File: config.mk
export PLATFORM = sky130hd
export DESIGN_NAME = framed_packet_receiver_core
export DESIGN_NICKNAME = d
export VERILOG_FILES = /design/src/rtl/core/fpr_pkg.sv /design/src/rtl/core/framed_packet_receiver_core.sv /design/src/rtl/core/fpr_cfg_regs.sv /design/src/rtl/core/fpr_in_stage.sv /design/src/rtl/core/fpr_deframer.sv
export SDC_FILE = /design/constraint.sdc
export NUM_CORES = 1
export LEC_CHECK = 0
export ABC_AREA = 1
export ABC_CLOCK_PERIOD_IN_PS = 2520
export BUFFER_PORTS_ARGS = -buffer_cell sky130_fd_sc_hd__buf_2
export CAP_MARGIN = 30
export CORE_UTILIZATION = 50
export DETAILED_ROUTE_END_ITERATION = 8
export HOLD_SLACK_MARGIN = 0.06
export MAX_ROUTING_LAYER = met4
export PLACE_DENSITY = 0.73
export SYNTH_ARGS = -nofsm -noshare
export SYNTH_HDL_FRONTEND = slang
export SYNTH_HIERARCHICAL = 1
export SYNTH_SLANG_ARGS = --single-unit
File: constraint.sdc
create_clock -name clk -period 2.52 [get_ports clk]
set_input_delay 0.252 -clock clk [delete_from_list [all_inputs] [get_ports clk]]
set_output_delay 0.252 -clock clk [all_outputs]
set_load 0.01 [all_outputs]
File: src/rtl/core/fpr_pkg.sv
// Shared types and constants for the framed packet receiver.
package fpr_pkg;

  localparam int unsigned ByteW    = 8;
  localparam int unsigned StatusW  = 2;
  localparam int unsigned CfgAddrW = 3;
  localparam int unsigned CfgDataW = 32;
  localparam int unsigned OutDataW = 24;

  // Reset values of the marker registers.
  localparam logic [ByteW-1:0] StartMarkerReset = 8'h02;
  localparam logic [ByteW-1:0] EndMarkerReset   = 8'h03;

  // Register indexes, taken from address bit 2.
  localparam logic RegStartMarker = 1'b0;
  localparam logic RegEndMarker   = 1'b1;

  // Result kinds.
  localparam logic KindPayload = 1'b0;
  localparam logic KindStatus  = 1'b1;

  // Frame status codes.
  localparam logic [StatusW-1:0] StatusGood   = 2'd0;
  localparam logic [StatusW-1:0] StatusBadSum = 2'd1;
  localparam logic [StatusW-1:0] StatusNoEnd  = 2'd2;

  typedef enum logic [2:0] {
    PH_HUNT = 3'd0,
    PH_LEN  = 3'd1,
    PH_DATA = 3'd2,
    PH_CHK  = 3'd3,
    PH_END  = 3'd4
  } phase_t;

  typedef struct packed {
    logic [ByteW-1:0] start_marker;
    logic [ByteW-1:0] end_marker;
  } markers_t;

  typedef struct packed {
    logic               result_kind;
    logic [ByteW-1:0]   payload_byte;
    logic [ByteW-1:0]   byte_index;
    logic [StatusW-1:0] frame_status;
  } result_t;

endpackage

File: src/rtl/core/framed_packet_receiver_core.sv
// Top level of the framed packet receiver: STX, length, payload, XOR checksum, ETX.
//
// The in_ channel carries one received byte per transfer on in_tdata. The block
// hunts for the start marker, reads a length byte, passes each payload byte to
// the out_ channel with its index, checks the XOR checksum byte and then the
// end marker. out_tuser marks a payload byte (0) or a frame status (1); a
// status follows the end-marker byte, or the checksum byte when it mismatches.
// Hunting, length and matching checksum bytes yield no transfer on out_.
// A byte is held in the input register, then parsed into the result register.
// One byte is taken every cycle, limited only by the single result register
// draining to out_. When out_tready is low with a result waiting, no byte is
// parsed at all; the input register holds its byte (or loads one if empty)
// and in_tready falls until the result drains. Reset (rst_n low, synchronous)
// empties both registers, returns the parser to hunting and sets the markers
// to 0x02 and 0x03. The user must rewrite the markers through the cfg_ port
// (start at 0x0, end at 0x4) only while idle; the block does not enforce it.
module framed_packet_receiver_core (
  input  logic        clk,
  input  logic        rst_n,
  input  logic        in_tvalid,
  output logic        in_tready,
  input  logic [7:0]  in_tdata,     // [7:0] rx_byte
  output logic        out_tvalid,
  input  logic        out_tready,
  output logic [23:0] out_tdata,    // [7:0] payload_byte, [15:8] byte_index,
                                    // [17:16] frame_status, [23:18] zero
  output logic        out_tuser,    // [0] result_kind
  input  logic        cfg_psel,
  input  logic        cfg_penable,
  input  logic        cfg_pwrite,
  input  logic [2:0]  cfg_paddr,
  input  logic [31:0] cfg_pwdata,
  output logic [31:0] cfg_prdata,
  output logic        cfg_pready
);
  import fpr_pkg::*;

  markers_t         markers;
  logic             take;
  logic             byte_valid;
  logic [ByteW-1:0] byte_data;
  result_t          result;

  fpr_cfg_regs u_cfg_regs (
    .clk         (clk),
    .rst_n       (rst_n),
    .cfg_psel    (cfg_psel),
    .cfg_penable (cfg_penable),
    .cfg_pwrite  (cfg_pwrite),
    .cfg_paddr   (cfg_paddr),
    .cfg_pwdata  (cfg_pwdata),
    .cfg_prdata  (cfg_prdata),
    .cfg_pready  (cfg_pready),
    .markers     (markers)
  );

  fpr_in_stage u_in_stage (
    .clk        (clk),
    .rst_n      (rst_n),
    .in_tvalid  (in_tvalid),
    .in_tready  (in_tready),
    .in_tdata   (in_tdata),
    .take       (take),
    .byte_valid (byte_valid),
    .byte_data  (byte_data)
  );

  fpr_deframer u_deframer (
    .clk        (clk),
    .rst_n      (rst_n),
    .markers    (markers),
    .byte_valid (byte_valid),
    .byte_data  (byte_data),
    .take       (take),
    .out_tvalid (out_tvalid),
    .out_tready (out_tready),
    .result     (result)
  );

  // Pack the result onto the stream bus.
  assign out_tuser = result.result_kind;
  assign out_tdata = {{(OutDataW-2*ByteW-StatusW){1'b0}}, result.frame_status,
                      result.byte_index, result.payload_byte};

endmodule

File: src/rtl/core/fpr_cfg_regs.sv
// Marker configuration registers behind the APB-style port.
module fpr_cfg_regs (
  input  logic                     clk,
  input  logic                     rst_n,
  input  logic                     cfg_psel,
  input  logic                     cfg_penable,
  input  logic                     cfg_pwrite,
  input  logic [fpr_pkg::CfgAddrW-1:0] cfg_paddr,
  input  logic [fpr_pkg::CfgDataW-1:0] cfg_pwdata,
  output logic [fpr_pkg::CfgDataW-1:0] cfg_prdata,
  output logic                     cfg_pready,
  output fpr_pkg::markers_t        markers
);
  import fpr_pkg::*;

  logic             wr_en;
  logic             reg_sel;
  logic [ByteW-1:0] start_marker_r;
  logic [ByteW-1:0] end_marker_r;

  assign cfg_pready = 1'b1;
  assign wr_en      = cfg_psel && cfg_penable && cfg_pwrite && cfg_pready;
  assign reg_sel    = cfg_paddr[2];

  // Register writes complete in the access phase.
  always_ff @(posedge clk) begin
    if (!rst_n) begin
      start_marker_r <= StartMarkerReset;
      end_marker_r   <= EndMarkerReset;
    end else if (wr_en) begin
      unique case (reg_sel)
        RegStartMarker: start_marker_r <= cfg_pwdata[ByteW-1:0];
        RegEndMarker:   end_marker_r   <= cfg_pwdata[ByteW-1:0];
        default:        ;
      endcase
    end
  end

  // Read data is the selected register, zero-extended.
  always_comb begin
    unique case (reg_sel)
      RegStartMarker: cfg_prdata = {{(CfgDataW-ByteW){1'b0}}, start_marker_r};
      RegEndMarker:   cfg_prdata = {{(CfgDataW-ByteW){1'b0}}, end_marker_r};
      default:        cfg_prdata = '0;
    endcase
  end

  assign markers.start_marker = start_marker_r;
  assign markers.end_marker   = end_marker_r;

endmodule

File: src/rtl/core/fpr_in_stage.sv
// Input register that holds one received byte until the deframer takes it.
module fpr_in_stage (
  input  logic                    clk,
  input  logic                    rst_n,
  input  logic                    in_tvalid,
  output logic                    in_tready,
  input  logic [fpr_pkg::ByteW-1:0] in_tdata,
  input  logic                    take,
  output logic                    byte_valid,
  output logic [fpr_pkg::ByteW-1:0] byte_data
);
  import fpr_pkg::*;

  logic             valid_r;
  logic             valid_nxt;
  logic [ByteW-1:0] data_r;
  logic             load;

  // The register may refill in the same cycle that its byte is taken.
  assign in_tready = !valid_r || take;
  assign load      = in_tvalid && in_tready;

  always_comb begin
    valid_nxt = valid_r;
    if (load) begin
      valid_nxt = 1'b1;
    end else if (take) begin
      valid_nxt = 1'b0;
    end
  end

  always_ff @(posedge clk) begin
    if (!rst_n) begin
      valid_r <= 1'b0;
    end else begin
      valid_r <= valid_nxt;
    end
  end

  always_ff @(posedge clk) begin
    if (load) begin
      data_r <= in_tdata;
    end
  end

  assign byte_valid = valid_r;
  assign byte_data  = data_r;

endmodule

File: src/rtl/core/fpr_deframer.sv
// Frame parser state machine with its result register.
module fpr_deframer (
  input  logic                    clk,
  input  logic                    rst_n,
  input  fpr_pkg::markers_t       markers,
  input  logic                    byte_valid,
  input  logic [fpr_pkg::ByteW-1:0] byte_data,
  output logic                    take,
  output logic                    out_tvalid,
  input  logic                    out_tready,
  output fpr_pkg::result_t        result
);
  import fpr_pkg::*;

  phase_t           phase_r, phase_nxt;
  logic [ByteW-1:0] remaining_r, remaining_nxt;
  logic [ByteW-1:0] xor_r, xor_nxt;
  logic [ByteW-1:0] index_r, index_nxt;
  logic             res_valid;
  result_t          res;
  logic             out_valid_r, out_valid_nxt;
  result_t          out_r;

  // A byte is consumed whenever the result register is free or draining.
  assign take = byte_valid && (!out_valid_r || out_tready);

  // Next state and the result produced by the current byte.
  always_comb begin
    phase_nxt     = phase_r;
    remaining_nxt = remaining_r;
    xor_nxt       = xor_r;
    index_nxt     = index_r;
    res_valid     = 1'b0;
    res           = '0;
    unique case (phase_r)
      PH_LEN: begin
        remaining_nxt = byte_data;
        phase_nxt     = (byte_data == '0) ? PH_CHK : PH_DATA;
      end
      PH_DATA: begin
        res_valid        = 1'b1;
        res.result_kind  = KindPayload;
        res.payload_byte = byte_data;
        res.byte_index   = index_r;
        res.frame_status = StatusGood;
        xor_nxt          = xor_r ^ byte_data;
        index_nxt        = index_r + 8'd1;
        remaining_nxt    = remaining_r - 8'd1;
        if (remaining_r == 8'd1) begin
          phase_nxt = PH_CHK;
        end
      end
      PH_CHK: begin
        if (byte_data == xor_r) begin
          phase_nxt = PH_END;
        end else begin
          phase_nxt        = PH_HUNT;
          res_valid        = 1'b1;
          res.result_kind  = KindStatus;
          res.frame_status = StatusBadSum;
        end
      end
      PH_END: begin
        phase_nxt        = PH_HUNT;
        res_valid        = 1'b1;
        res.result_kind  = KindStatus;
        res.frame_status = (byte_data == markers.end_marker) ? StatusGood : StatusNoEnd;
      end
      default: begin
        phase_nxt = PH_HUNT;
        if (byte_data == markers.start_marker) begin
          remaining_nxt = '0;
          xor_nxt       = '0;
          index_nxt     = '0;
          phase_nxt     = PH_LEN;
        end
      end
    endcase
  end

  // Frame state advances once per consumed byte.
  always_ff @(posedge clk) begin
    if (!rst_n) begin
      phase_r     <= PH_HUNT;
      remaining_r <= '0;
      xor_r       <= '0;
      index_r     <= '0;
    end else if (take) begin
      phase_r     <= phase_nxt;
      remaining_r <= remaining_nxt;
      xor_r       <= xor_nxt;
      index_r     <= index_nxt;
    end
  end

  // Result register: loads on a producing byte, empties on a transfer.
  always_comb begin
    out_valid_nxt = out_valid_r;
    if (take) begin
      out_valid_nxt = res_valid;
    end else if (out_tready) begin
      out_valid_nxt = 1'b0;
    end
  end

  always_ff @(posedge clk) begin
    if (!rst_n) begin
      out_valid_r <= 1'b0;
    end else begin
      out_valid_r <= out_valid_nxt;
    end
  end

  always_ff @(posedge clk) begin
    if (take && res_valid) begin
      out_r <= res;
    end
  end

  assign out_tvalid = out_valid_r;
  assign result     = out_r;

endmodule
== After elaboration in Yosys (flattened, before gate mapping) ==
Cells that the tools add are included.

* Word-level logic and storage cells: 70
* Input port bits: 50
* Register bits: 72
* Output and inout bits: 60

* Add/subtract/negate cells: 2
* Reductions and logical operators: 22
* Eq/ne operators: 9
* Muxes and demuxes: 20
* Bitwise logic cells: 4

{| class="wikitable"
|+ Operators by type and width
! operator !! count
|-
| one-hot mux 32 bit (2 select lines) || 1
|-
| one-hot mux 8 bit (2 select lines) || 2
|-
| == test 8 bit || 3
|-
| one-hot mux 8 bit (3 select lines) || 1
|-
| one-hot mux 3 bit (4 select lines) || 1
|-
| adder 8 x 1 -> 8 bit (second input constant) || 1
|-
| == test 8 x 1 -> 1 bit (second input constant) || 1
|-
| zero test 8 bit || 1
|-
| two-way mux 1 bit || 8
|-
| two-way mux 8 bit || 1
|-
| subtractor 8 x 1 -> 8 bit (second input constant) || 1
|-
| XOR 8 bit || 1
|-
| == test 3 x 2 -> 1 bit (second input constant) || 2
|-
| two-way mux 3 bit || 2
|-
| AND reduction 2 bit || 3
|-
| AND reduction 3 bit || 2
|-
| nonzero test 2 bit || 3
|-
| logical AND 1 bit || 5
|-
| one-hot mux 1 bit (2 select lines) || 2
|-
| one-hot mux 2 bit (2 select lines) || 1
|-
| OR reduction 2 bit || 2
|-
| == test 3 x 1 -> 1 bit (second input constant) || 1
|-
| == test 3 bit (second input constant) || 1
|-
| NOT 1 bit || 3
|-
| other kinds (6) || 8
|}

== Depth between registers and ports, before layout ==
Gate-level depths: netlist (run 1).

* Depth in word-level cells: 6
* Depth in mapped cells: 12
* Gate-level depth less buffers: 11

== By module ==
The synthesis (run 1) kept the hierarchy.

{| class="wikitable"
|+ Modules (own cells, without submodules)
! module !! seq. area each (µm²) !! cells each !! instances !! area each (µm²)
|-
| fpr_deframer || 1131.1 || 364 || 1 || 2691.3
|-
| fpr_cfg_regs || 320.3 || 149 || 1 || 980.9
|-
| fpr_in_stage || 260.2 || 15 || 1 || 291.5
|-
| framed_packet_receiver_core || 0.0 || 7 || 1 || 48.8
|}

== Least setup slack after synthesis (run 1) ==
No wires, ideal clock.

* Path type: register to register
* Start point: register u_deframer.phase_r[1]
* End point: register u_deframer.out_r, in the netlist u_deframer/result[0] (enable)
* Arrival time: 1361 ps
* Cell stages (with the launch flop): 10
* Setup time: 374 ps
* Period minus slack after synthesis: 1734 ps
* Data required time: 2146 ps
* Path buffers: 1
* Path slack: 786 ps
* Cells stage by stage: dfxtp_1 > inv_1 > nor3_2 > inv_2 > buf_4 > nand2_1 > inv_1 > nand2_1 > nand2_1 > inv_1

* Cells in the longest elaborated chain, start to end: 4
* Elaborated cells between the ends (all ways): 6
* Classes of those cells: eq/ne: 3; mux: 1; reduce/logical: 2

{| class="wikitable"
|+ Ends and longest elaborated chain
! what !! RTL line !! text
|-
| start, declared || fpr_deframer.sv:15 || <nowiki>phase_t phase_r, phase_nxt;</nowiki>
|-
| start signal, assigned || fpr_deframer.sv:89 || <nowiki>phase_r <= phase_nxt;</nowiki>
|-
| == test 3 x 2 -> 1 bit / == test 3 bit (equally long branches) || fpr_deframer.sv:35 || <nowiki>unique case (phase_r)</nowiki>
|-
| OR reduction 2 bit (no line) || n/a ||
|-
| one-hot mux 1 bit (2 select lines) (*) || fpr_deframer.sv:35 ||
|-
| logical AND 1 bit (*) || fpr_deframer.sv:115 || <nowiki>if (take && res_valid) begin</nowiki>
|-
| end signal, assigned || fpr_deframer.sv:116 || <nowiki>out_r <= res;</nowiki>
|-
| end, declared || fpr_deframer.sv:22 || <nowiki>result_t out_r;</nowiki>
|}

Mark *: on every way between the ends. The rest lies on a longest branch, timed or not.
A chain may end at the register's enable or synchronous reset.

== Worst setup path in the final report (run 1) ==
* Start point: register u_in_stage.data_r[2], in the netlist u_in_stage/byte_data[2]
* End point: register u_deframer.out_r, in the netlist u_deframer/result[14] (enable)

* Cells in the longest elaborated chain, start to end: 4

{| class="wikitable"
|+ Ends and longest elaborated chain
! what !! RTL line !! text
|-
| start, declared || fpr_in_stage.sv:16 || <nowiki>logic [ByteW-1:0] data_r;</nowiki>
|-
| start signal, assigned || fpr_in_stage.sv:42 || <nowiki>data_r <= in_tdata;</nowiki>
|-
| == test 8 bit || fpr_deframer.sv:54 || <nowiki>if (byte_data == xor_r) begin</nowiki>
|-
| two-way mux 1 bit || fpr_deframer.sv:54 ||
|-
| one-hot mux 1 bit (2 select lines) || fpr_deframer.sv:35 ||
|-
| logical AND 1 bit || fpr_deframer.sv:115 ||
|}

No other way between the ends.

==> out/qor.txt, run 1 <==
Status -> finished, final reports clean
P&R area growth vs syn -> 10.0%
Pre-CTS setup slack -> 494 ps
ANT cells -> 0
Fin cells -> 688
Synth async-reset ratio -> 0%
Leading post-synthesis cells by cell area -> dfxtp_1 (22%), edfxtp_1 (20%), nand2_1 (13%)
Placed cells -> 672
Placeable Area -> 7730 um2
# rows -> 32
Cell taking the most area after synthesis -> dfxtp_1
Crit path kind -> reg2reg
WL per Instance -> 11.4 um
Hpwl dp -> 5670 um
EDFF count, synth -> 27
Nets -> 634
Final worst slack -> 564 ps
Final ANT Viol Nets -> 0
RR Startpoint -> u_in_stage/byte_data[2]
Max Slew Vio Count -> 0
Worst reg2reg path endpoint -> u_deframer/result[14]
Startpoint types -> register
RD Place Congestion -> 0.826
Peak VDD IR -> 0.326 mV
Layout cell share with drive strength beyond 1 -> 17.1%
P_leak -> 1.99 nW
Max-capacitance violation count -> 0
Share of power burned in registers -> 48.6%
Switching Share -> 28.3%
Pwr/cell area -> 608 nW/um2
Via count -> 3,316
Minimum clock period -> 1960 ps
Top_reg_cell synth -> dfxtp_1
Relative slew slack -> 46.8%
P_int -> 1.92 mW
Post-synthesis sequential area ratio -> 42.7%
Via density -> 4.82
Final WL -> 7860 um
# IOs -> 110
Share of the synthesized area in the top cell type -> 22.5%
Slew @ Worst Pin -> 798 ps
Hold Vio Cnt, Final -> 0
Global route overflow -> 0
Ys Warns -> 6
Total GRT Usage -> 20.2%
Net Switching -> 0.761 mW
DIE WIDTH -> 91.6 um
RSZ-0062 raised after global routing -> no
Floorplan die height -> 91.6 um
Clock root cell -> clkbuf_8
Crit. End Element -> register
Post-CTS Setup Bufs -> 0
CTS resizes -> 0
Largest net degree at the start of global routing -> 29
R2r worst-path depth -> 8
Filler Cell Count -> 738
Most common cell after layout, fill and taps aside -> nand2_1
Drt initial violations -> 151
DIE AREA -> 8390 um2
Crit path required time -> 2490 ps
First-pass GRT wire length -> 13,000 um
H-tree Lvls -> 3
Post-synthesis cell type count -> 38
Syn Area/Cell -> 7.50 um2
Final setup violation count -> 0
Final core occ -> 57.1%
TritonCTS clock tree -> done
Clock power frac -> 35.8%
Max clock buf depth -> 2
DR DRC count -> 0
Clk sinks -> 72
CTS buffer count -> 9
Hold Crit Class -> in2reg
CP Capture Point -> u_deframer/result[14]
FF+latch count, synth -> 72
Most frequent cells in the layout -> nand2_1 (134), nor2_1 (72), inv_1 (54)
Number of buffers inserted by hold repair at cts -> 0
Final Cycle Share -> 77.6%
Fmax -> 0.511 GHz
Final Skew -> 11.3 ps
Syn Inst Count -> 535
Vias in the first global route -> 2,856
Pre-Repair DR Iteration Count -> 5
Initial antenna violation count -> 0
Setup TNS Final -> 0 ps
R2R Setup Slk -> 560 ps
Worst EP arrival -> 1930 ps
Worst-path clk slew -> 80 ps
Synthesized area -> 4010 um2
Starting Density -> 51.9%
Comb power frac -> 15.6%
Largest fanout on the critical path -> 19
PortBufs -> 52
Clk_lat worst skew -> 340 ps
Worst Setup SP -> u_in_stage/byte_data[2]
power groups by stage:
stage	logic, mW	registers (mW)	clock network (mW)
floorplan	0.350	1.33	0
global placement	0.409	1.33	0
detailed placement	0.418	1.33	0
CTS	0.419	1.30	0.977
global route	0.474	1.31	1.02
finish	0.419	1.30	0.961
how the worst min path moves through the flow:
stage                     start                      end  slack, ps  cells past startpoint
floorplan           in_tdata[0]  u_in_stage/byte_data[0]        350                      0
global placement    in_tdata[7]  u_in_stage/byte_data[7]        430                      1
detailed placement  in_tdata[6]  u_in_stage/byte_data[6]        430                      1
CTS                 in_tdata[6]  u_in_stage/byte_data[6]         80                      1
global route        in_tdata[6]  u_in_stage/byte_data[6]         80                      1
finish              in_tdata[6]  u_in_stage/byte_data[6]        100                      1
stage by stage:
step	instance area [um2]	hold WS [ps]	total power [mW]
global route	4410	81.6	2.80
global placement	4200	430	1.74
detailed placement	4200	431	1.75
floorplan	4120	351	1.68
finish	4410	95.3	2.68
CTS	4410	84.2	2.70
worst max-delay path, stage by stage, from the launching register on:
cell      delay (ps)
edfxtp_1         500
xnor2_1          180
nand2_1           70
nor2_1            40
nand2_1           70
nand2_1           80
nand2_1           60
nand2_1           60
inv_1            520
cell families (layout without fill, tap and decap cells):
kind of cell	after synthesis	after routing	synth area share [%]
and+or+nand+nor	279	279	31.0
buffers and inverters	115	138	14.8
DFF	72	72	42.7
AOI/OAI and AO/OA	41	41	5.52
xor gates and xnor gates	22	22	4.80
adders and majority gates	3	3	0.936
other	3	31	0.281
registers in the layout (all words and copies together) (netlist names):
register	flops
u_in_stage/byte_data	8
u_cfg_regs/end_marker_r	8
u_deframer/result	19
u_deframer/out_tvalid	1
u_deframer/remaining_r	8
u_in_stage/byte_valid	1
u_deframer/phase_r	3
u_deframer/index_r	8
u_cfg_regs/start_marker_r	8
u_deframer/xor_r	8
layer usage:
metal / routed length (um) / track usage, %
met5: 0 / -
met2: 3740 / 33.1
met1: 3630 / 25.4
met3: 440 / 2.76
met4: 57 / 7.14
area by class of cell:
| type | instances | area, um2 | area share (%) |
|---|---|---|---|
| flip-flops and latches | 72 | 1710 | 38.8 |
| well taps | 102 | 128 | 2.89 |
| clock buffers | 10 | 149 | 3.37 |
| inverters | 63 | 236 | 5.36 |
| clock inverters | 6 | 65.1 | 1.47 |
| repair buffers | 59 | 313 | 7.09 |
| multi-input cells | 376 | 1810 | 41.0 |
Yosys cell counts (2+ instances only):
master and n:
nand2_1 134, nor2_1 72, inv_1 54, dfxtp_1 45, nand3_1 39, buf_4 33, edfxtp_1 27, a21oi_1 26
xnor2_1 12, buf_2 11, xor2_1 10, nand3b_1 9, inv_2 7, o21ai_0 7, nand2_2 5, nor4_1 4
buf_6 3, clkbuf_1 3, conb_1 3, ha_1 3, nand4_1 3, nor2_4 3, a31oi_1 2, clkbuf_2 2
clkinv_1 2, nor2_2 2, nor3b_1 2, o22ai_1 2
Note: power is estimated with default switching activity, not from simulation.
==> inputs of run 2 (changes only) <==
Settings changed: ABC_CLOCK_PERIOD_IN_PS 2520 to 1700, CORE_UTILIZATION 50 to 48.
Clock period 2.52 ns to 1.7 ns, I/O delays scaled along.
==> out/qor.txt, run 2 (synthesis results as in run 1) <==
Max-capacitance violation count -> 0 (unchanged)
Peak VDD IR -> 0.487 mV (+49%)
Final ANT Viol Nets -> 0 (unchanged)
Final setup violation count -> 0 (unchanged)
CTS buffer count -> 9 (unchanged)
Most frequent CP cell -> nand2_1
Pre-Repair DR Iteration Count -> 5 (unchanged)
Worst EP arrival -> 1790 ps (-140 ps)
Hold Vio Cnt, Final -> 0 (unchanged)
Placed cells -> 687 (+2.2%)
R2r worst-path depth -> 10 (+2)
Drt initial violations -> 253 (+68%)
Nets -> 667 (+5.2%)
RD Place Congestion -> 0.844 (+2.2%)
Critical hold path startpoint -> cfg_pwdata[0]
Minimum clock period -> 1700 ps (-259 ps)
DIE WIDTH -> 93.4 um (+2.0%)
Global route overflow -> 0 (unchanged)
ANT cells -> 0 (unchanged)
Crit path required time -> 1790 ps (-700 ps)
Placeable Area -> 7890 um2 (+2.1%)
DIE AREA -> 8730 um2 (+4.1%)
R2R Setup Slk -> 4 ps (-560 ps)
Critical-path cell list -> buf_4, xnor2_2, nand2_1, nor2_1, nand2_1, nand2_1, nand2_1, nand2_2, clkinvlp_4, buf_12
Hold Crit Class -> in2reg
Clock root cell -> clkbuf_8
TritonCTS clock tree -> done
Starting Density -> 50.9% (-1.1 points)
Via density -> 4.93 (+2.3%)
# rows -> 32 (unchanged)
DR DRC count -> 0 (unchanged)
Most common cell after layout, fill and taps aside -> nand2_1
Hold slack final -> 76.7 ps (-18.7 ps)
Pwr/cell area -> 862 nW/um2 (+42%)
H-tree Lvls -> 3 (unchanged)
Crit path kind -> reg2reg
RSZ-0062 raised after global routing -> yes
Layout cell share with drive strength beyond 1 -> 21.6% (+4.6 points)
Worst reg2reg path endpoint -> u_deframer/result[16]
Initial antenna violation count -> 0 (unchanged)
P&R area growth vs syn -> 19.9%
Largest fanout on the critical path -> 19 (unchanged)
Most frequent cells in the layout -> nand2_1 (131), nor2_1 (71), inv_1 (53)
Startpoint types -> register
Floorplan die height -> 93.4 um (+2.0%)
Slew @ Worst Pin -> 550 ps (-248 ps)
Fin cells -> 721 (+4.8%)
Worst-path clk slew -> 70 ps (about the same)
Via count -> 3,554 (+7.2%)
Status -> finished, final reports clean
Max clock buf depth -> 2 (unchanged)
Largest register FFs -> 19 (unchanged)
First-pass GRT wire length -> 13,800 um (+5.8%)
PortBufs -> 52 (unchanged)
Relative slew slack -> 63.1% (+16 points)
WL per Instance -> 12.1 um (+5.9%)
Total GRT Usage -> 20.6% (+0.46 points)
Hpwl dp -> 5900 um (+4.0%)
Final Skew -> 11.4 ps (+0.129 ps)
Max Slew Vio Count -> 0 (unchanged)
Largest net degree at the start of global routing -> 28 (-3.4%)
Final WL -> 8730 um (+11%)
P_leak -> 2.16 nW (+8.4%)
Slowest stage cell, crit path -> edfxtp_1
Clk_lat worst skew -> 340 ps (about the same)
WHS Endpoint -> u_cfg_regs/end_marker_r[0]
RR Startpoint -> u_in_stage/byte_data[2]
Worst path max stage delay -> 420 ps (-100 ps)
Final core occ -> 61.0% (+3.9 points)
Clk sinks -> 72 (unchanged)
# IOs -> 110 (unchanged)
Power Total -> 4.15 mW (+55%)
Final Cycle Share -> 99.8% (+22 points)
Vias in the first global route -> 3,082 (+7.9%)
Hold Path Depth -> 3 (+2)
Fmax -> 0.590 GHz (+15%)
Crit. End Element -> register
run 2: layout make-up:
| type | count | area, um2 |
|---|---|---|
| repair buffers | 92 | 631 |
| flip-flops and latches | 72 | 1710 |
| fillers | 706 | 3080 |
| multi-input cells | 376 | 1900 |
| well taps | 102 | 128 |
| clock inverters | 3 | 67.6 |
| clock buffers | 13 | 139 |
| inverters | 63 | 240 |
run 2: timing repair:
action | in CTS | in global routing
buffers inserted | 0 | 9
resized for setup | 1 | 18
setup endpoints to repair | 1 | 50
hold buffers | 9 | 0
pin swaps | 0 | 6
hold endpoints to repair | 10 | 0
run 2: worst max-delay path by stage:
stage          cells after the start  slack [ps]                     from                   endpoint
4_1_cts                            9          20  u_in_stage/byte_data[1]      u_deframer/result[15]
6_report                          10           4  u_in_stage/byte_data[2]      u_deframer/result[16]
2_1_floorplan                      8           8  u_in_stage/byte_data[1]       u_deframer/result[0]
3_5_place_dp                      12           4  u_in_stage/byte_data[5]  u_deframer/remaining_r[0]
5_1_grt                           10         -60  u_in_stage/byte_data[2]      u_deframer/result[16]
3_3_place_gp                      11          60  u_in_stage/byte_data[5]  u_deframer/remaining_r[0]
run 2: layer usage:
metal | global-route usage, % | vias up | share of wire [%]
li1 | - | 1772 | -
met4 | 8.33 | 0 | 1.4
met1 | 26.1 | 1622 | 43
met2 | 33.0 | 143 | 49
met3 | 3.41 | 17 | 6.1
met5 | - | - | 0
run 2: critical path, delay by kind of cell, from the launching register on:
family / cells / cell delay, ps
and+or+nand+nor: 6 / 460
buffers and inverters: 3 / 420
DFF: 1 / 420
xor gates and xnor gates: 1 / 130
run 2: power breakdown:
group	switching (mW)	leakage (nW)	internal (mW)	total, mW
Sequential	0.0602	0.606	1.87	1.93
Clock	0.620	0.0978	0.830	1.45
Combinational	0.458	1.46	0.309	0.767
run 2: per-stage QoR:
stage	setup slack, ps	instance area [um2]	setup TNS (ps)
2_1_floorplan	8.05	4140	0
3_3_place_gp	64.7	4350	0
3_5_place_dp	4.23	4350	0
4_1_cts	21.8	4650	0
5_1_grt	-56.4	4810	-1110
6_report	3.83	4810	0
